--- src/rtl/esd_pkg.sv ---
`timescale 1ns / 1ps

package esd_pkg;

   // parse phases
   typedef enum logic [3:0] {
      PH_TAG1   = 4'd0,
      PH_HSIZE  = 4'd1,
      PH_HDR    = 4'd2,
      PH_TAG2   = 4'd3,
      PH_DLEN   = 4'd4,
      PH_EVID   = 4'd5,
      PH_NUM1   = 4'd6,
      PH_NUM2   = 4'd7,
      PH_NUM4   = 4'd8,
      PH_VARINT = 4'd9,
      PH_TEXT   = 4'd10,
      PH_QUIET  = 4'd11
   } phase_type;

   // result kinds
   localparam logic [2:0] KIND_HEADER     = 3'd0;
   localparam logic [2:0] KIND_BYTE       = 3'd1;
   localparam logic [2:0] KIND_WORD       = 3'd2;
   localparam logic [2:0] KIND_DWORD      = 3'd3;
   localparam logic [2:0] KIND_TEXT_START = 3'd4;
   localparam logic [2:0] KIND_TEXT_BYTE  = 3'd5;
   localparam logic [2:0] KIND_ERROR      = 3'd6;

   // error codes
   localparam logic [2:0] ERR_NONE       = 3'd0;
   localparam logic [2:0] ERR_FIRST_TAG  = 3'd1;
   localparam logic [2:0] ERR_HDR_SIZE   = 3'd2;
   localparam logic [2:0] ERR_DATA_TAG   = 3'd3;
   localparam logic [2:0] ERR_LEN_OVFL   = 3'd4;

   // register indexes
   localparam logic [1:0] CSR_WORD_ID_BASE  = 2'd0;
   localparam logic [1:0] CSR_DWORD_ID_BASE = 2'd1;
   localparam logic [1:0] CSR_TEXT_ID_BASE  = 2'd2;

   // chunk tags, little-endian words
   localparam logic [31:0] TAG_HEAD    = 32'h6468_4C46;
   localparam logic [31:0] TAG_DATA    = 32'h7464_4C46;
   localparam logic [31:0] HEADER_SIZE = 32'd6;
   localparam logic [5:0]  VARINT_LAST_SHIFT = 6'd28;
   localparam logic [5:0]  VARINT_STEP = 6'd7;

   typedef struct packed {
      logic [2:0]  kind;
      logic [7:0]  event_id;
      logic [31:0] value;
      logic [15:0] channel_count;
      logic [15:0] pulses_per_quarter;
      logic [7:0]  text_byte;
      logic        last;
      logic [2:0]  error_code;
   } result_type;

   typedef struct packed {
      logic [7:0] word_id_base;
      logic [7:0] dword_id_base;
      logic [7:0] text_id_base;
   } bases_type;

endpackage

--- src/rtl/project_event_stream_deframer.sv ---
`timescale 1ns / 1ps

// channel   | ports                                  | handshake
// ----------+----------------------------------------+-----------------------
// request   | req_in_byte                            | req_valid / req_ready
// response  | rsp_kind .. rsp_error_code (8 fields)  | rsp_valid / rsp_ready
// csr       | csr_index, csr_wdata                   | csr_we, no wait
//
// one byte per cycle unless a held response stalls input; each request
// transaction updates the parse state in the cycle it is accepted, and any
// response shows up in the next cycle from the output register. req_ready is
// low only while a response sits in the output register and rsp_ready is low.
// synchronous reset returns the parser to the first header tag and the id bases
// to 64/128/192. after an error response all bytes are swallowed until reset.

module project_event_stream_deframer (
   input  logic        clock,
   input  logic        reset,

   input  logic        req_valid,
   output logic        req_ready,
   input  logic [7:0]  req_in_byte,

   output logic        rsp_valid,
   input  logic        rsp_ready,
   output logic [2:0]  rsp_kind,
   output logic [7:0]  rsp_event_id,
   output logic [31:0] rsp_value,
   output logic [15:0] rsp_channel_count,
   output logic [15:0] rsp_pulses_per_quarter,
   output logic [7:0]  rsp_text_byte,
   output logic        rsp_last,
   output logic [2:0]  rsp_error_code,

   input  logic        csr_we,
   input  logic [1:0]  csr_index,
   input  logic [7:0]  csr_wdata
);
   import esd_pkg::*;

   bases_type  bases_ff;
   logic       step;
   logic       core_res_valid;
   result_type core_res;
   logic       out_can_take;
   result_type out_data;

   // id threshold registers, index beyond the list is dropped
   always_ff @(posedge clock) begin
      if (reset) begin
         bases_ff.word_id_base  <= 8'd64;
         bases_ff.dword_id_base <= 8'd128;
         bases_ff.text_id_base  <= 8'd192;
      end else if (csr_we) begin
         case (csr_index)
            CSR_WORD_ID_BASE:  bases_ff.word_id_base  <= csr_wdata;
            CSR_DWORD_ID_BASE: bases_ff.dword_id_base <= csr_wdata;
            CSR_TEXT_ID_BASE:  bases_ff.text_id_base  <= csr_wdata;
            default: ;
         endcase
      end
   end

   // a byte is taken whenever the output register can absorb its result
   assign req_ready = out_can_take;
   assign step      = req_valid && req_ready;

   esd_core u_core (
      .clock     (clock),
      .reset     (reset),
      .step      (step),
      .in_byte   (req_in_byte),
      .bases     (bases_ff),
      .res_valid (core_res_valid),
      .res       (core_res)
   );

   esd_out_stage u_out (
      .clock     (clock),
      .reset     (reset),
      .load      (step && core_res_valid),
      .load_data (core_res),
      .can_take  (out_can_take),
      .out_valid (rsp_valid),
      .out_ready (rsp_ready),
      .out_data  (out_data)
   );

   assign rsp_kind               = out_data.kind;
   assign rsp_event_id           = out_data.event_id;
   assign rsp_value              = out_data.value;
   assign rsp_channel_count      = out_data.channel_count;
   assign rsp_pulses_per_quarter = out_data.pulses_per_quarter;
   assign rsp_text_byte          = out_data.text_byte;
   assign rsp_last               = out_data.last;
   assign rsp_error_code         = out_data.error_code;

   // backpressure only comes from a held response
   a_ready_low_only_when_full: assert property (@(posedge clock) disable iff (reset)
      !req_ready |-> rsp_valid)
      else $error("request stalled with empty output register");

   // an error response always carries a code
   a_error_has_code: assert property (@(posedge clock) disable iff (reset)
      (rsp_valid && rsp_kind == KIND_ERROR) |-> (rsp_error_code != ERR_NONE))
      else $error("error response without error code");

   // parser goes quiet after an error, so nothing follows it
   a_quiet_after_error: assert property (@(posedge clock) disable iff (reset)
      (rsp_valid && rsp_ready && rsp_kind == KIND_ERROR) |=> !rsp_valid)
      else $error("response after error");

   // text start flags last exactly for zero length
   a_text_start_last: assert property (@(posedge clock) disable iff (reset)
      (rsp_valid && rsp_kind == KIND_TEXT_START) |-> (rsp_last == (rsp_value == 32'd0)))
      else $error("text start last flag mismatch");

endmodule

--- src/rtl/esd_core.sv ---
`timescale 1ns / 1ps

module esd_core (
   input  logic                clock,
   input  logic                reset,
   input  logic                step,
   input  logic [7:0]          in_byte,
   input  esd_pkg::bases_type  bases,
   output logic                res_valid,
   output esd_pkg::result_type res
);
   import esd_pkg::*;

   phase_type   phase_ff, phase_in;
   logic [2:0]  byte_count_ff, byte_count_in;
   logic [31:0] gathered_ff, gathered_in;
   logic [7:0]  current_id_ff, current_id_in;
   logic [5:0]  varint_shift_ff, varint_shift_in;
   logic [31:0] text_left_ff, text_left_in;
   logic [15:0] saved_format_ff, saved_format_in;
   logic [15:0] saved_channels_ff, saved_channels_in;

   logic [31:0] lane_merged;
   logic        word_done;
   logic        tag_ok;
   logic        num_done;
   logic        varint_bad;
   logic [31:0] varint_sum;
   logic        text_last;

   assign lane_merged = gathered_ff | ({24'd0, in_byte} << {byte_count_ff[1:0], 3'b000});
   assign word_done   = (byte_count_ff[1:0] == 2'd3);
   assign varint_bad  = (varint_shift_ff > VARINT_LAST_SHIFT) ||
                        ((varint_shift_ff == VARINT_LAST_SHIFT) && (in_byte[7:4] != 4'd0));
   assign varint_sum  = gathered_ff | ({25'd0, in_byte[6:0]} << varint_shift_ff);
   assign text_last   = (text_left_ff <= 32'd1);

   always_comb begin
      case (phase_ff)
         PH_TAG1:  tag_ok = (lane_merged == TAG_HEAD);
         PH_HSIZE: tag_ok = (lane_merged == HEADER_SIZE);
         PH_TAG2:  tag_ok = (lane_merged == TAG_DATA);
         default:  tag_ok = 1'b1;
      endcase
   end

   always_comb begin
      case (phase_ff)
         PH_NUM1: num_done = (byte_count_ff == 3'd0);
         PH_NUM2: num_done = (byte_count_ff == 3'd1);
         default: num_done = (byte_count_ff == 3'd3);
      endcase
   end

   // next phase
   always_comb begin
      phase_in = phase_ff;
      case (phase_ff)
         PH_TAG1: if (word_done) phase_in = tag_ok ? PH_HSIZE : PH_QUIET;
         PH_HSIZE: if (word_done) phase_in = tag_ok ? PH_HDR : PH_QUIET;
         PH_TAG2: if (word_done) phase_in = tag_ok ? PH_DLEN : PH_QUIET;
         PH_DLEN: if (word_done) phase_in = PH_EVID;
         PH_HDR: if (byte_count_ff >= 3'd5) phase_in = PH_TAG2;
         PH_EVID: begin
            if (in_byte >= bases.text_id_base)       phase_in = PH_VARINT;
            else if (in_byte >= bases.dword_id_base) phase_in = PH_NUM4;
            else if (in_byte >= bases.word_id_base)  phase_in = PH_NUM2;
            else                                     phase_in = PH_NUM1;
         end
         PH_NUM1, PH_NUM2, PH_NUM4: if (num_done) phase_in = PH_EVID;
         PH_VARINT: begin
            if (varint_bad)        phase_in = PH_QUIET;
            else if (!in_byte[7])  phase_in = (varint_sum == 32'd0) ? PH_EVID : PH_TEXT;
         end
         PH_TEXT: if (text_last) phase_in = PH_EVID;
         default: phase_in = PH_QUIET;
      endcase
   end

   // datapath and result
   always_comb begin
      byte_count_in     = byte_count_ff;
      gathered_in       = gathered_ff;
      current_id_in     = current_id_ff;
      varint_shift_in   = varint_shift_ff;
      text_left_in      = text_left_ff;
      saved_format_in   = saved_format_ff;
      saved_channels_in = saved_channels_ff;
      res_valid         = 1'b0;
      res               = '0;
      case (phase_ff)
         PH_TAG1, PH_HSIZE, PH_TAG2, PH_DLEN: begin
            if (word_done) begin
               byte_count_in = 3'd0;
               gathered_in   = 32'd0;
               if (!tag_ok) begin
                  res_valid = 1'b1;
                  res.kind  = KIND_ERROR;
                  case (phase_ff)
                     PH_TAG1:  res.error_code = ERR_FIRST_TAG;
                     PH_HSIZE: res.error_code = ERR_HDR_SIZE;
                     default:  res.error_code = ERR_DATA_TAG;
                  endcase
               end
            end else begin
               byte_count_in = byte_count_ff + 3'd1;
               gathered_in   = lane_merged;
            end
         end
         PH_HDR: begin
            byte_count_in = byte_count_ff + 3'd1;
            case (byte_count_ff)
               3'd0: saved_format_in = {8'd0, in_byte};
               3'd1: saved_format_in = {in_byte, saved_format_ff[7:0]};
               3'd2: saved_channels_in = {8'd0, in_byte};
               3'd3: saved_channels_in = {in_byte, saved_channels_ff[7:0]};
               3'd4: gathered_in = {24'd0, in_byte};
               default: begin
                  res_valid              = 1'b1;
                  res.kind               = KIND_HEADER;
                  res.value              = {16'd0, saved_format_ff};
                  res.channel_count      = saved_channels_ff;
                  res.pulses_per_quarter = {in_byte, gathered_ff[7:0]};
                  gathered_in            = 32'd0;
                  byte_count_in          = 3'd0;
               end
            endcase
         end
         PH_EVID: begin
            current_id_in   = in_byte;
            gathered_in     = 32'd0;
            byte_count_in   = 3'd0;
            varint_shift_in = 6'd0;
         end
         PH_NUM1, PH_NUM2, PH_NUM4: begin
            if (num_done) begin
               res_valid     = 1'b1;
               res.kind      = (phase_ff == PH_NUM1) ? KIND_BYTE :
                               (phase_ff == PH_NUM2) ? KIND_WORD : KIND_DWORD;
               res.event_id  = current_id_ff;
               res.value     = lane_merged;
               gathered_in   = 32'd0;
               byte_count_in = 3'd0;
            end else begin
               gathered_in   = lane_merged;
               byte_count_in = byte_count_ff + 3'd1;
            end
         end
         PH_VARINT: begin
            if (varint_bad) begin
               res_valid      = 1'b1;
               res.kind       = KIND_ERROR;
               res.event_id   = current_id_ff;
               res.error_code = ERR_LEN_OVFL;
            end else if (in_byte[7]) begin
               gathered_in     = varint_sum;
               varint_shift_in = varint_shift_ff + VARINT_STEP;
            end else begin
               text_left_in    = varint_sum;
               gathered_in     = 32'd0;
               varint_shift_in = 6'd0;
               res_valid       = 1'b1;
               res.kind        = KIND_TEXT_START;
               res.event_id    = current_id_ff;
               res.value       = varint_sum;
               res.last        = (varint_sum == 32'd0);
            end
         end
         PH_TEXT: begin
            res_valid     = 1'b1;
            res.kind      = KIND_TEXT_BYTE;
            res.event_id  = current_id_ff;
            res.text_byte = in_byte;
            res.last      = text_last;
            text_left_in  = text_last ? 32'd0 : text_left_ff - 32'd1;
         end
         default: ;
      endcase
   end

   always_ff @(posedge clock) begin
      if (reset) begin
         phase_ff          <= PH_TAG1;
         byte_count_ff     <= 3'd0;
         gathered_ff       <= 32'd0;
         current_id_ff     <= 8'd0;
         varint_shift_ff   <= 6'd0;
         text_left_ff      <= 32'd0;
         saved_format_ff   <= 16'd0;
         saved_channels_ff <= 16'd0;
      end else if (step) begin
         phase_ff          <= phase_in;
         byte_count_ff     <= byte_count_in;
         gathered_ff       <= gathered_in;
         current_id_ff     <= current_id_in;
         varint_shift_ff   <= varint_shift_in;
         text_left_ff      <= text_left_in;
         saved_format_ff   <= saved_format_in;
         saved_channels_ff <= saved_channels_in;
      end
   end

endmodule

--- src/rtl/esd_out_stage.sv ---
`timescale 1ns / 1ps

module esd_out_stage (
   input  logic                clock,
   input  logic                reset,
   input  logic                load,
   input  esd_pkg::result_type load_data,
   output logic                can_take,
   output logic                out_valid,
   input  logic                out_ready,
   output esd_pkg::result_type out_data
);
   import esd_pkg::*;

   logic       valid_ff, valid_in;
   result_type data_ff;

   // free when empty or being drained this cycle
   assign can_take = !valid_ff || out_ready;
   assign valid_in = load || (valid_ff && !out_ready);

   always_ff @(posedge clock) begin
      if (reset) begin
         valid_ff <= 1'b0;
      end else begin
         valid_ff <= valid_in;
      end
   end

   always_ff @(posedge clock) begin
      if (load) begin
         data_ff <= load_data;
      end
   end

   assign out_valid = valid_ff;
   assign out_data  = data_ff;

endmodule

--- config.mk ---
export PLATFORM = sky130hd
export DESIGN_NAME = project_event_stream_deframer
export DESIGN_NICKNAME = d
export VERILOG_FILES = /design/src/rtl/esd_pkg.sv /design/src/rtl/project_event_stream_deframer.sv /design/src/rtl/esd_core.sv /design/src/rtl/esd_out_stage.sv
export SDC_FILE = /design/constraint.sdc
export NUM_CORES = 1
export LEC_CHECK = 0
export ABC_CLOCK_PERIOD_IN_PS = 4000
export BUFFER_PORTS_ARGS = -buffer_cell sky130_fd_sc_hd__buf_4
export CAP_MARGIN = 20
export CELL_PAD_IN_SITES_DETAIL_PLACEMENT = 0
export CELL_PAD_IN_SITES_GLOBAL_PLACEMENT = 1
export CORE_UTILIZATION = 41
export CTS_CLUSTER_SIZE = 16
export DETAILED_ROUTE_END_ITERATION = 8
export PLACE_DENSITY_LB_ADDON = 0.1
export SYNTH_ARGS = -nofsm -noshare
export SYNTH_HDL_FRONTEND = slang
export SYNTH_SLANG_ARGS = --single-unit
--- constraint.sdc ---
create_clock -name clock -period 4 [get_ports clock]
set_input_delay 0.2 -clock clock [delete_from_list [all_inputs] [get_ports clock]]
set_output_delay 0.2 -clock clock [all_outputs]
set_load 0.02 [all_outputs]
# ---- After elaboration in Yosys (flattened, before gate mapping)
# Index checks and enable logic that the tools add are counted.
dict set report word_totals {
  register_bits 229
  out_inout_bits 89
  wordCells 173
  input_bits 23
}
dict set report classes {
  n_lt_le_gt_ge 6
  n_mux 65
  eq_ne 32
  bitwise_logic 5
  n_reduce_logical 38
  addsub 3
  shifts 2
}
# op count
set op_table {}
lappend op_table {{two-way mux 32 bit} 8}
lappend op_table {{case mux 32 bit (5 select lines)} 1}
lappend op_table {{case mux 32 bit (2 select lines)} 2}
lappend op_table {{case mux 32 bit (3 select lines)} 1}
lappend op_table {{two-way mux 43 bit} 2}
lappend op_table {{equality test 32 x 31 -> 1 bit (second input constant)} 2}
lappend op_table {{OR 32 bit} 2}
lappend op_table {{case mux 16 bit (2 select lines)} 2}
lappend op_table {{two-way mux 4 bit} 15}
lappend op_table {{two-way mux 48 bit} 1}
lappend op_table {{case mux 4 bit (9 select lines)} 1}
lappend op_table {{equality test 32 x 3 -> 1 bit (second input constant)} 1}
lappend op_table {{<= comparator 32 x 1 -> 1 bit (second input constant)} 1}
lappend op_table {{logical NOT 32 bit} 1}
lappend op_table {{<< shifter 7 x 6 -> 32 bit} 1}
lappend op_table {{<< shifter 8 x 5 -> 32 bit} 1}
lappend op_table {{subtractor 32 x 1 -> 32 bit (second input constant)} 1}
lappend op_table {{two-way mux 3 bit} 9}
lappend op_table {{>= comparator 8 bit} 3}
lappend op_table {{case mux 3 bit (4 select lines)} 2}
lappend op_table {{case mux 8 bit (3 select lines)} 1}
lappend op_table {{equality test 4 x 3 -> 1 bit (second input constant)} 4}
lappend op_table {{AND reduction 4 bit} 4}
lappend op_table {{inequality test 2 x 1 -> 1 bit (second input constant)} 7}
lappend op_table {{41 further kinds} 78}

# ---- Longest topological paths before layout
# Gate-level depths: netlist of the first run.
dict set report depth {
  word_depth 9
  mapped_depth 13
  ltp_nobuf 10
}

# ---- Modules after synthesis
# Synthesis of the first run repeated with hierarchy kept, for this count alone.
dict set report unflattened {
  hier_cells 1369
  area_unflattened_um2 12268.0
}
# mod seq_area_each_um2 n_inst cells_per_inst area_each_um2
set by_module_without_submodules {}
lappend by_module_without_submodules {esd_core 2342.2 1 1185 8619.5}
lappend by_module_without_submodules {esd_out_stage 2632.5 1 91 2658.8}
lappend by_module_without_submodules {project_event_stream_deframer 480.5 1 93 989.7}

# ---- Worst setup path after synthesis of the first run
# Ideal clock, no wire load.
dict set report synth_path {
  kind {reg2reg}
  start {register u_core.byte_count_ff[1]}
  end {register u_out.data_ff, in the netlist u_out.out_data[0] (enable)}
  path_buffers 1
  slack_ns 0.179
  period_less_slack_ns 3.821
  arrival_time_ns 3.406
  path_stages_with_launch 10
  required_ns 3.585
  setup_ns 0.415
  path_cell_list {dfxtp_1 -> clkbuf_1 -> inv_1 -> o311a_1 -> and4_1 -> a21oi_1 -> a2111oi_2 -> nand2b_1 -> nor4_1 -> o21ba_2}
}
dict set report synth_via {
  elab_chain_len 8
  elab_cells_between_ends 20
  cone_classes {eq/ne: 8; shift: 1; mux: 7; bitwise: 1; reduce/logical: 3}
}
# item line_no
set synth_lines {}
lappend synth_lines {{from (decl)} esd_core.sv:15} ;# logic [2:0] byte_count_ff, byte_count_in;
lappend synth_lines {{from (signal assigned)} esd_core.sv:193} ;# byte_count_ff <= byte_count_in;
lappend synth_lines {{<< shifter 8 x 5 -> 32 bit} esd_core.sv:31} ;# assign lane_merged = gathered_ff | ({24'd0, in_byte} << {byte_count_ff[1:0], 3'b000});
lappend synth_lines {{OR 32 bit} esd_core.sv:31}
lappend synth_lines {{equality test 32 x 31 -> 1 bit, or another cell as far along} esd_core.sv:42} ;# PH_TAG2: tag_ok = (lane_merged == TAG_DATA);
lappend synth_lines {{case mux 1 bit (3 select lines)} esd_core.sv:39} ;# case (phase_ff)
lappend synth_lines {{two-way mux 1 bit} esd_core.sv:96} ;# if (!tag_ok) begin
lappend synth_lines {{two-way mux 1 bit} esd_core.sv:93} ;# if (word_done) begin
lappend synth_lines {{case mux 1 bit (5 select lines) (*)} esd_core.sv:91} ;# case (phase_ff)
lappend synth_lines {{logical AND 1 bit (*)} project_event_stream_deframer.sv:81} ;# .load (step && core_res_valid),
lappend synth_lines {{named net u_out.load} esd_out_stage.sv:6} ;# input logic load,
lappend synth_lines {{to (signal assigned)} esd_out_stage.sv:32} ;# data_ff <= load_data;
lappend synth_lines {{to (decl)} esd_out_stage.sv:16} ;# result_type data_ff;
# The timed path passes the listed nets; every way through them passes the cells marked *.
# A chain may end at the register's enable or synchronous reset.

# ---- Final worst setup path of the first run
dict set report layout_path {
  start {register u_core.varint_shift_ff[1]}
  end {register u_core.phase_ff[2]}
}
dict set report layout_via {
  elab_chain_len 7
  elab_cells_between_ends 13
  cone_classes {order compare: 1; eq/ne: 2; shift: 1; mux: 4; bitwise: 1; reduce/logical: 4}
}
# item line_no
set layout_lines {}
lappend layout_lines {{from (decl)} esd_core.sv:18} ;# logic [5:0] varint_shift_ff, varint_shift_in;
lappend layout_lines {{from (signal assigned)} esd_core.sv:196} ;# varint_shift_ff <= varint_shift_in;
lappend layout_lines {{<< shifter 7 x 6 -> 32 bit} esd_core.sv:35} ;# assign varint_sum = gathered_ff | ({25'd0, in_byte[6:0]} << varint_shift_ff);
lappend layout_lines {{OR 32 bit} esd_core.sv:35}
lappend layout_lines {{logical NOT 32 bit} esd_core.sv:73} ;# else if (!in_byte[7]) phase_in = (varint_sum == 32'd0) ? PH_EVID : PH_TEXT;
lappend layout_lines {{two-way mux 4 bit (2 in series)} esd_core.sv:73}
lappend layout_lines {{two-way mux 4 bit} esd_core.sv:72} ;# if (varint_bad) phase_in = PH_QUIET;
lappend layout_lines {{case mux 4 bit (9 select lines)} esd_core.sv:58} ;# case (phase_ff)
lappend layout_lines {{to (signal assigned)} esd_core.sv:192} ;# phase_ff <= phase_in;
lappend layout_lines {{to (decl)} esd_core.sv:14} ;# phase_type phase_ff, phase_in;
# Parallel ways exist; a longest one is shown, timed or not. The select of a mux whose other input is x is not followed.

==> results.py, run 1 <==
metrics = {
    "power_and_ir_drop": {
        "ir_drop_mv": 0.368,
        "power_density_mw_per_mm2": 469,
        "leakage_nw": 5.60,
    },
    "routing": {
        "wl_met2_um": 19300,
        "wl_met3_um": 3200,
        "ant_nets": 0,
        "wl_per_cell_um": 22.7,
        "vias": 11400,
        "top_layer_used": "met4",
        "drt_iter0_drc": 1197,
        "finalWirelength_um": 43300,
        "drt_pass1_iterations": 5,
        "avgViaCountPerCell": 5.98,
        "drc": 0,
        "wl_met1_um": 19600,
    },
    "critical_path": {
        "arrival_ns": 4.10,
        "reg2reg_depth": 8,
        "worstSetupStartpointType": "flip-flop",
        "crit_type": "reg -> reg",
        "crit_required_ns": 4.46,
        "rrSetupSlack_ns": 0.36,
        "end_kind": "flip-flop",
        "worstPathMaxFanout": 19,
        "regToRegEndpoint": "u_core.phase_ff[2]$_SDFFE_PP0P_",
        "crit_start": "u_core.varint_shift_ff[1]$_SDFFE_PP0P_",
        "r2r-start": "u_core.varint_shift_ff[1]$_SDFFE_PP0P_",
    },
    "sta": {
        "maxSlewHeadroom": 0.266,
        "hold_violations": 0,
        "fmax_mhz": 275,
        "tns_ns": 0,
        "worst_pin_slew_ns": 1.09,
        "period_minus_slack_ns": 3.64,
        "setup_viol": 0,
        "fin_crit_sh": 0.910,
        "maxSlewViolCount": 0,
        "finalClockSkew_ns": 0.0157,
        "rsz0062_at_grt": "no",
    },
    "yosys": {
        "synth_edf_count": 87,
        "postSynthAreaPerCell_um2": 8.81,
        "synth-xor-area-share": 0.00783,
        "netlist_area_mm2": 0.0123,
        "synthSimpleGateAreaFrac": 0.209,
        "synthAdderAreaFrac": 0.0346,
        "async_flop_share": 0,
        "synth_mux_area_frac": 0.0460,
        "ys.flop_type": "dfxtp_1",
        "postSynthCellCount": 1397,
        "syn_nets": 1454,
        "synth_seq_area_share": 0.443,
        "ys_seq_elements": 229,
        "synth_top_family_by_area": "compound AO/OA/AOI/OAI gates",
        "synth_compound_area_frac": 0.213,
        "synth.distinct_cells": 78,
        "ys.warnings.count": 0,
    },
    "floorplan": {
        "rows": 63,
        "dieArea_mm2": 0.0307,
        "io_pins": 112,
        "die_h_um": 175,
        "coreArea_mm2": 0.0296,
        "initial_core_util": 0.416,
        "dieWidth_um": 175,
    },
    "placed_design": {
        "io_buffers": 111,
        "place_congestion": 0.920,
        "dpl.hpwl_um": 30500,
    },
    "global_route": {
        "grt_antenna_before_repair": 0,
        "grt_overflow": 0,
        "track_usage": 0.278,
        "grt_pass1_wl_um": 65500,
        "grt_pass1_vias": 10400,
        "grt_max_degree": 75,
    },
    "flow_run": {
        "drv_cap": 0,
    },
    "clock_tree": {
        "cts_sinks": 229,
        "cts_tree": "built",
        "cts.path.max_buffers": 3,
        "numCtsBuffers": 25,
        "insertion_delay_ns": 0.55,
        "cts_root_buf": "clkbuf_16",
        "clkTransAtPathRegs_ns": 0.06,
        "htreeDepth": 1,
    },
    "final_layout": {
        "drive_gt1_frac": 0.159,
        "utilization": 0.498,
        "multi_input_comb_area_mm2": 0.00633,
        "diodes": 0,
        "fin_nets": 1552,
        "regArea_mm2": 0.00546,
        "num-fill-cells": 2805,
        "area_delta_synth_final_pct": 19.6,
    },
    "run_status": {
        "status": "completed",
    },
    "worst_hold_path": {
        "hold_start": "req_in_byte[4]",
        "whs_path_depth": 3,
        "holdPathEnd": "u_core.saved_format_ff[12]$_SDFFE_PP0P_",
        "hold_class": "in -> reg",
    },
}
[logic make-up after synthesis]
kind of cell / after synthesis
xor gates and xnor gates: 11
DFF: 229
buffers and inverters: 144
and+or+nand+nor: 529
AOI/OAI and AO/OA: 399
muxes: 51
adders and majority gates: 34
[stage by stage]
stage | instance area [um2] | power (mW) | worst slack [ns] | hold WS, ns | instances
after floorplan | 12300 | 3.74 | 0.179 | 0.318 | 1397
after global placement | 13700 | 4.37 | 0.421 | 0.433 | 1850
after detailed placement | 13700 | 4.36 | 0.406 | 0.439 | 1850
after CTS | 14700 | 6.91 | 0.384 | 0.0275 | 1904
after global routing | 14700 | 7.18 | 0.0295 | 0.0505 | 1904
final | 14700 | 6.90 | 0.359 | 0.0507 | 1904
[layout by cell type (no fill, tap or decap), drive strengths merged, types with 7 or more instances in the layout]
cell | Yosys | routed
nor2 | 212 | 212
buf | 14 | 165
dfxtp | 142 | 142
a21oi | 112 | 112
nand2 | 92 | 92
edfxtp | 87 | 87
o21ai | 80 | 80
and2 | 46 | 46
mux2i | 43 | 43
o221ai | 43 | 43
inv | 40 | 41
nor3 | 36 | 36
o22ai | 34 | 34
ha | 34 | 34
clkbuf | 88 | 30
a22oi | 24 | 24
nand2b | 23 | 23
nor2b | 21 | 21
nand3 | 20 | 20
nor4 | 16 | 16
a211oi | 14 | 14
o32ai | 11 | 11
o211ai | 10 | 10
nand3b | 8 | 8
a31oi | 8 | 8
nand4 | 8 | 8
xnor2 | 8 | 8
dlygate4sd3 | 0 | 8
or2 | 8 | 8
a221oi | 8 | 8
clkinv | 2 | 8
a21o | 7 | 7
or4 | 7 | 7
[routing by layer]
metal,global-route usage,vias to the layer above
met5,0,-
met4,0.0793,0
met3,0.0446,85
met2,0.433,499
met1,0.397,5471
li1,-,5337
[critical path, stage by stage, from the launching register on]
cell and delay (ns):
dfxtp_1 0.82, mux2_2 0.40, mux4_2 0.55, a21oi_2 0.42, o2111ai_1 0.20, nor4_2 0.43
o211ai_1 0.24, or2_1 0.27, a221oi_2 0.22
[worst max-delay path by stage]
stage | to | slack [ns]
after CTS | u_out.out_data[67]$_DFFE_PP_ | 0.38
after detailed placement | u_out.out_data[73]$_DFFE_PP_ | 0.41
final | u_core.phase_ff[2]$_SDFFE_PP0P_ | 0.36
after global routing | u_out.out_data[54]$_DFFE_PP_ | 0.03
after floorplan | u_out.out_data[0]$_DFFE_PP_ | 0.18
after global placement | u_core.phase_ff[2]$_SDFFE_PP0P_ | 0.42
[cell usage after synthesis, types with 10 or more instances]
master / count / share of area
a211oi_1: 14 / 0.0085
a21oi_1: 108 / 0.044
a22oi_1: 24 / 0.015
and2_1: 46 / 0.023
clkbuf_1: 88 / 0.027
dfxtp_1: 142 / 0.23
edfxtp_1: 87 / 0.21
ha_1: 34 / 0.035
inv_1: 39 / 0.012
mux2i_1: 43 / 0.035
nand2_1: 92 / 0.028
nand2b_1: 23 / 0.012
nand3_1: 20 / 0.0081
nor2_1: 212 / 0.065
nor2b_1: 21 / 0.011
nor3_1: 36 / 0.015
nor4_1: 14 / 0.0071
o211ai_1: 10 / 0.0061
o21ai_0: 79 / 0.032
o221ai_1: 43 / 0.031
o22ai_1: 34 / 0.017
o32ai_1: 11 / 0.0078
[power breakdown]
part           leakage [nW]  switching, mW  internal, mW
Combinational          3.18           1.08         0.573
Sequential             2.00          0.160          2.55
Clock                 0.428           1.01          1.52
[state kept, by name, summed over array words and instances, names as in the netlist]
signal                    flops
u_out.out_data               87
u_core.gathered_ff           32
u_core.text_left_ff          32
bases_ff                     24
u_core.saved_channels_ff     16
u_core.saved_format_ff       16
u_core.current_id_ff          8
u_core.varint_shift_ff        6
u_core.phase_ff               4
u_core.byte_count_ff          3
u_out.out_valid               1
[layout make-up]
type | instances | area share
Multi-Input combinational cell | 1024 | 0.430
Clock inverter | 16 | 0.0158
Inverter | 42 | 0.0107
Tap cell | 390 | 0.0332
Clock buffer | 30 | 0.0452
Sequential cell | 229 | 0.371
Timing Repair Buffer | 173 | 0.0939
[what timing repair did]
item                                   4_1_cts  5_1_grt
gates resized for setup                      0        0
setup endpoints to repair                    0        0
setup buffers                                0        0
hold buffers                                 8        0
endpoints found under the hold margin       24        0
No activity file was read; power rests on OpenSTA's default activity.
==> run 2: changes to the inputs <==
CORE_MARGIN = 8   (was unset)
==> run 2 against run 1 <==
  * Worst setup slack improved by 0.15 ns
  * Routed wire length decreased by 0.17%
  * Via count decreased by 0.27%
  * Register-to-register slack improved by 0.15 ns
  * Sequential power about the same
  * Sequential cell count unchanged
  * Final cell count increased by 0.32%
  * Fmax increased by 4.1%
  * Highest routed layer unchanged
==> results.py, run 2 (synthesis results as in run 1) <==
metrics = {
    "sta": {
        "worst_pin_slew_ns": 0.940,
        "rsz0062_at_grt": "no",
        "fin_crit_sh": 0.874,
        "maxSlewViolCount": 0,
        "hold_violations": 0,
        "fmax_mhz": 286,
        "maxSlewHeadroom": 0.371,
        "tns_ns": 0,
        "period_minus_slack_ns": 3.50,
        "finalClockSkew_ns": 0.0205,
        "setup_viol": 0,
        "setup_ws_ns": 0.504,
    },
    "global_route": {
        "grt_antenna_before_repair": 0,
        "grt_overflow": 0,
        "track_usage": 0.236,
        "grt_pass1_vias": 10900,
        "grt_pass1_wl_um": 66900,
        "grt_max_degree": 79,
    },
    "routing": {
        "drt_iter0_drc": 1190,
        "finalWirelength_um": 43200,
        "wl_per_cell_um": 22.6,
        "vias": 11400,
        "drt_pass1_iterations": 6,
        "avgViaCountPerCell": 5.95,
        "ant_nets": 0,
        "drc": 0,
    },
    "power_and_ir_drop": {
        "power_density_mw_per_mm2": 467,
        "total_power_mw": 6.88,
        "ir_drop_mv": 0.291,
        "leakage_nw": 5.63,
    },
    "clock_tree": {
        "clkTransAtPathRegs_ns": 0.07,
        "cts_tree": "built",
        "numCtsBuffers": 26,
        "ctsResizeCount": 0,
        "insertion_delay_ns": 0.55,
        "cts.path.max_buffers": 3,
        "cts_root_buf": "clkbuf_16",
        "htreeDepth": 1,
        "cts_sinks": 229,
    },
    "final_layout": {
        "diodes": 0,
        "area_delta_synth_final_pct": 19.8,
        "mostFrequentLayoutCells": "nor2_1 (210), buf_4 (165), dfxtp_1 (142)",
        "fin_nets": 1557,
        "num-fill-cells": 2888,
        "multi_input_comb_area_mm2": 0.00633,
        "largest_register_ffs": 87,
        "drive_gt1_frac": 0.162,
        "final_common_cell": "nor2_1",
        "regArea_mm2": 0.00546,
    },
    "floorplan": {
        "die_h_um": 189,
        "coreArea_mm2": 0.0296,
        "dieWidth_um": 189,
        "initial_core_util": 0.416,
        "io_pins": 112,
        "dieArea_mm2": 0.0358,
        "rows": 63,
    },
    "critical_path": {
        "worstPathMaxFanout": 26,
        "reg2reg_depth": 9,
        "arrival_ns": 3.73,
        "end_kind": "flip-flop",
        "crit_type": "reg -> reg",
        "crit_required_ns": 4.23,
        "worstSetupStartpointType": "flip-flop",
    },
    "worst_hold_path": {
        "hold_class": "in -> reg",
        "whs_path_depth": 3,
    },
    "placed_design": {
        "place_congestion": 0.927,
        "io_buffers": 111,
        "pre_cts_ws_ns": 0.572,
        "dpl.hpwl_um": 30500,
    },
    "flow_run": {
        "drv_cap": 0,
    },
    "run_status": {
        "status": "completed",
    },
}
[run 2: cell type report]
class	count	share of cell area
clock buffer	31	0.0468
clock inverter	17	0.0149
inverter	42	0.0107
multi-input combinational	1024	0.429
sequential	229	0.370
tap	390	0.0331
timing repair buffer	177	0.0949
[run 2: routing by layer]
| layer | vias up | track usage | wire (um) |
|---|---|---|---|
| met5 | - | 0 | 0 |
| met4 | 0 | 0.0773 | 1320 |
| met3 | 81 | 0.0375 | 3300 |
| met2 | 490 | 0.365 | 19200 |
| met1 | 5444 | 0.332 | 19400 |
| li1 | 5346 | - | - |
[run 2: stage by stage]
step	area, um2	utilization	hold slack, ns	std cells
2_1_floorplan	12300	-	0.318	1397
3_3_place_gp	13700	0.465	0.438	1854
3_5_place_dp	13700	0.465	0.442	1854
4_1_cts	14700	0.499	0.0398	1910
5_1_grt	14700	0.499	0.0914	1910
6_report	14700	0.499	0.0761	1910
[run 2: power by group]
part	switching [mW]	internal (mW)	leakage, nW	total, mW
clock	1.03	1.50	0.433	2.53
sequential	0.163	2.55	2.00	2.72
combinational	1.06	0.571	3.20	1.63
total	2.25	4.63	5.63	6.88
[run 2: worst max-delay path, stage by stage, from the launching register on]
cell and delay, ns:
dfxtp_1 0.61, and2_1 0.48, a21oi_1 0.22, a31oi_1 0.24, a2111oi_2 0.08, buf_4 0.15, nand2b_1 0.15, nor4_1 0.33
o21ba_4 0.57, buf_4 0.33
[run 2: final timing paths]
check | startpoint | to | slack, ns
setup reg to reg | u_core.byte_count_ff[0]$_SDFFE_PP0P_ | u_out.out_data[14]$_SDFFCE_PP0P_ | 0.50
hold / removal | req_in_byte[0] | u_core.saved_format_ff[8]$_SDFFE_PP0P_ | 0.08
setup / recovery | u_core.byte_count_ff[0]$_SDFFE_PP0P_ | u_out.out_data[14]$_SDFFCE_PP0P_ | 0.50
hold reg to reg | u_core.saved_format_ff[8]$_SDFFE_PP0P_ | u_core.saved_format_ff[8]$_SDFFE_PP0P_ | 0.46
[run 2: timing repair]
action	CTS	global route
hold buffers	8	0
buffers inserted	0	0
hold endpoints to repair	24	0
==> run 3: changes to the inputs <==
BUFFER_PORTS_ARGS = unset   (was -buffer_cell sky130_fd_sc_hd__buf_4)
CORE_UTILIZATION = 44   (was 41)
DONT_BUFFER_PORTS = 1   (was unset)
HOLD_SLACK_MARGIN = 0.05   (was unset)
==> run 3 against run 2 <==
  * Critical path depth increased by 1
  * Final area down 5.3%
  * Hold slack lost 0.020 ns
  * Non-clock buffer count is 104 lower
  * Via count is 2.9% lower
  * Sequential cell count unchanged
  * Combinational power is 7% lower
  * Die area down 6.2%
  * Global-route usage grew 2.4 points
  * Sequential power up 2%
  * Power decreased by 2.1%
  * Highest routed layer unchanged
  * First-iteration DRC count up 2.1%
==> results.py, run 3 (synthesis results as in run 1) <==
metrics = {
    "critical_path": {
        "crit_start": "u_core.byte_count_ff[0]$_SDFFE_PP0P_",
        "worstPathMaxFanout": 55,
        "critPathTopFamily": "compound AO/OA/AOI/OAI gates",
        "crit_path_cell_trace": "nor2b_1, buf_4, buf_4, a21oi_1, or4_1, a2111oi_2, nand2b_1, nor4_1, o21ba_4, buf_12",
        "endpoint": "u_out.out_data[73]$_DFFE_PP_",
        "r2r-start": "u_core.byte_count_ff[0]$_SDFFE_PP0P_",
        "end_kind": "flip-flop",
        "crit_top_cell": "buf_4",
        "arrival_ns": 3.81,
        "crit_required_ns": 4.28,
        "reg2reg_depth": 10,
        "worst-path-buf-inv": 3,
        "critPathSlowestCell": "a2111oi_2",
        "cp_slowest_stage_delay_ns": 0.69,
        "cp.depth": 10,
        "regToRegEndpoint": "u_out.out_data[73]$_DFFE_PP_",
        "worstSetupStartpointType": "flip-flop",
        "rrSetupSlack_ns": 0.47,
        "crit_type": "reg -> reg",
    },
    "floorplan": {
        "die_h_um": 183,
        "rows": 61,
        "io_pins": 112,
        "dieWidth_um": 183,
        "coreArea_mm2": 0.0276,
        "initial_core_util": 0.445,
        "dieArea_mm2": 0.0336,
    },
    "global_route": {
        "grt_overflow": 0,
        "grt_pass1_vias": 10500,
        "track_usage": 0.259,
        "grt_antenna_before_repair": 0,
        "grt_max_degree": 138,
        "grt_pass1_wl_um": 67400,
    },
    "sta": {
        "setup_viol": 0,
        "rsz0062_at_grt": "no",
        "maxSlewHeadroom": 0.372,
        "maxSlewViolCount": 0,
        "fmax_mhz": 283,
        "hold_violations": 0,
        "tns_ns": 0,
        "fin_crit_sh": 0.883,
        "worst_pin_slew_ns": 0.940,
        "finalClockSkew_ns": 0.0255,
        "setup_ws_ns": 0.470,
        "period_minus_slack_ns": 3.53,
    },
    "final_layout": {
        "diodes": 0,
        "fin_area_mm2": 0.0140,
        "fin_nets": 1454,
        "area_delta_synth_final_pct": 13.4,
        "largest_register_ffs": 87,
        "final_common_cell": "nor2_1",
        "mostFrequentLayoutCells": "nor2_1 (210), dfxtp_1 (142), a21oi_1 (108)",
        "num-fill-cells": 2695,
        "drive_gt1_frac": 0.0910,
    },
    "clock_tree": {
        "cts_sinks": 229,
        "numCtsBuffers": 27,
        "clkTransAtPathRegs_ns": 0.06,
        "htreeDepth": 1,
        "cts.path.max_buffers": 3,
        "cts_root_buf": "clkbuf_16",
        "cts_setup_buffers": 0,
        "insertion_delay_ns": 0.57,
        "cts_tree": "built",
    },
    "placed_design": {
        "pre_cts_ws_ns": 0.585,
        "dpl.hpwl_um": 30400,
        "io_buffers": 0,
        "place_area_mm2": 0.0128,
        "place_congestion": 0.947,
    },
    "routing": {
        "drt_iter0_drc": 1215,
        "avgViaCountPerCell": 6.15,
        "ant_nets": 0,
        "drc": 0,
        "finalWirelength_um": 44700,
        "wl_per_cell_um": 24.9,
        "vias": 11000,
        "drt_pass1_iterations": 6,
    },
    "power_and_ir_drop": {
        "power_density_mw_per_mm2": 483,
        "leakage_nw": 5.11,
        "total_power_mw": 6.73,
        "ir_drop_mv": 0.296,
    },
    "flow_run": {
        "drv_cap": 0,
    },
    "run_status": {
        "status": "completed",
    },
    "worst_hold_path": {
        "hold_class": "in -> reg",
    },
}
==> run 3: cell types whose count changed in the layout (fill, tap and decap cells not counted), sizes merged <==
| cell | previous run | this run |
|---|---|---|
| dlygate4sd3 | 8 | 21 |
| buf | 169 | 52 |
| bufinv | 4 | 1 |
| clkbuf | 31 | 37 |
| clkinv | 10 | 7 |
| inv | 41 | 43 |
==> run 3: timing repair <==
item	in CTS	in global routing
hold buffers	22	0
resized for setup	0	0
hold endpoints to repair	171	0
==> run 3: metrics by stage <==
step,utilization,std cells,hold WS [ns]
floorplan,-,1397,0.318
global placement,0.465,1724,0.289
detailed placement,0.465,1724,0.290
CTS,0.505,1796,0.0524
global route,0.505,1796,0.0631
finish,0.505,1796,0.0566
==> run 3: how the worst min path moves through the flow <==
| stage | startpoint | end | slack, ns | cells past startpoint |
|---|---|---|---|---|
| finish | req_in_byte[7] | u_out.out_data[59]$_DFFE_PP_ | 0.06 | 2 |
| global route | req_in_byte[7] | u_out.out_data[67]$_DFFE_PP_ | 0.06 | 2 |
| CTS | req_in_byte[0] | u_out.out_data[60]$_DFFE_PP_ | 0.05 | 2 |
| detailed placement | reset | bases_ff[13]$_SDFFE_PP0P_ | 0.29 | 1 |
| global placement | reset | u_core.current_id_ff[5]$_SDFFE_PP0P_ | 0.29 | 1 |
| floorplan | csr_wdata[6] | bases_ff[22]$_SDFFE_PP1P_ | 0.32 | 1 |
==> run 3: per-layer routing <==
metal | track usage | routed length, um | part of all wire
met1 | 0.354 | 20100 | 0.45
met2 | 0.408 | 19600 | 0.44
met3 | 0.0414 | 3030 | 0.068
met4 | 0.100 | 1920 | 0.043
met5 | 0 | 0 | 0
==> run 3: report_power, final <==
group	total, mW	switching, mW	internal (mW)
combinational	1.52	1.01	0.518
clock	2.44	1.04	1.40
sequential	2.77	0.215	2.56
total	6.73	2.26	4.47
==> run 3: layout make-up <==
cell class,instances,area [um2],share of cell area
clock buffer,37,753,0.0540
clock inverter,13,128,0.00915
inverter,42,158,0.0113
multi-input combinational,1024,6330,0.454
sequential,229,5460,0.391
tap,378,473,0.0339
timing repair buffer,73,658,0.0472
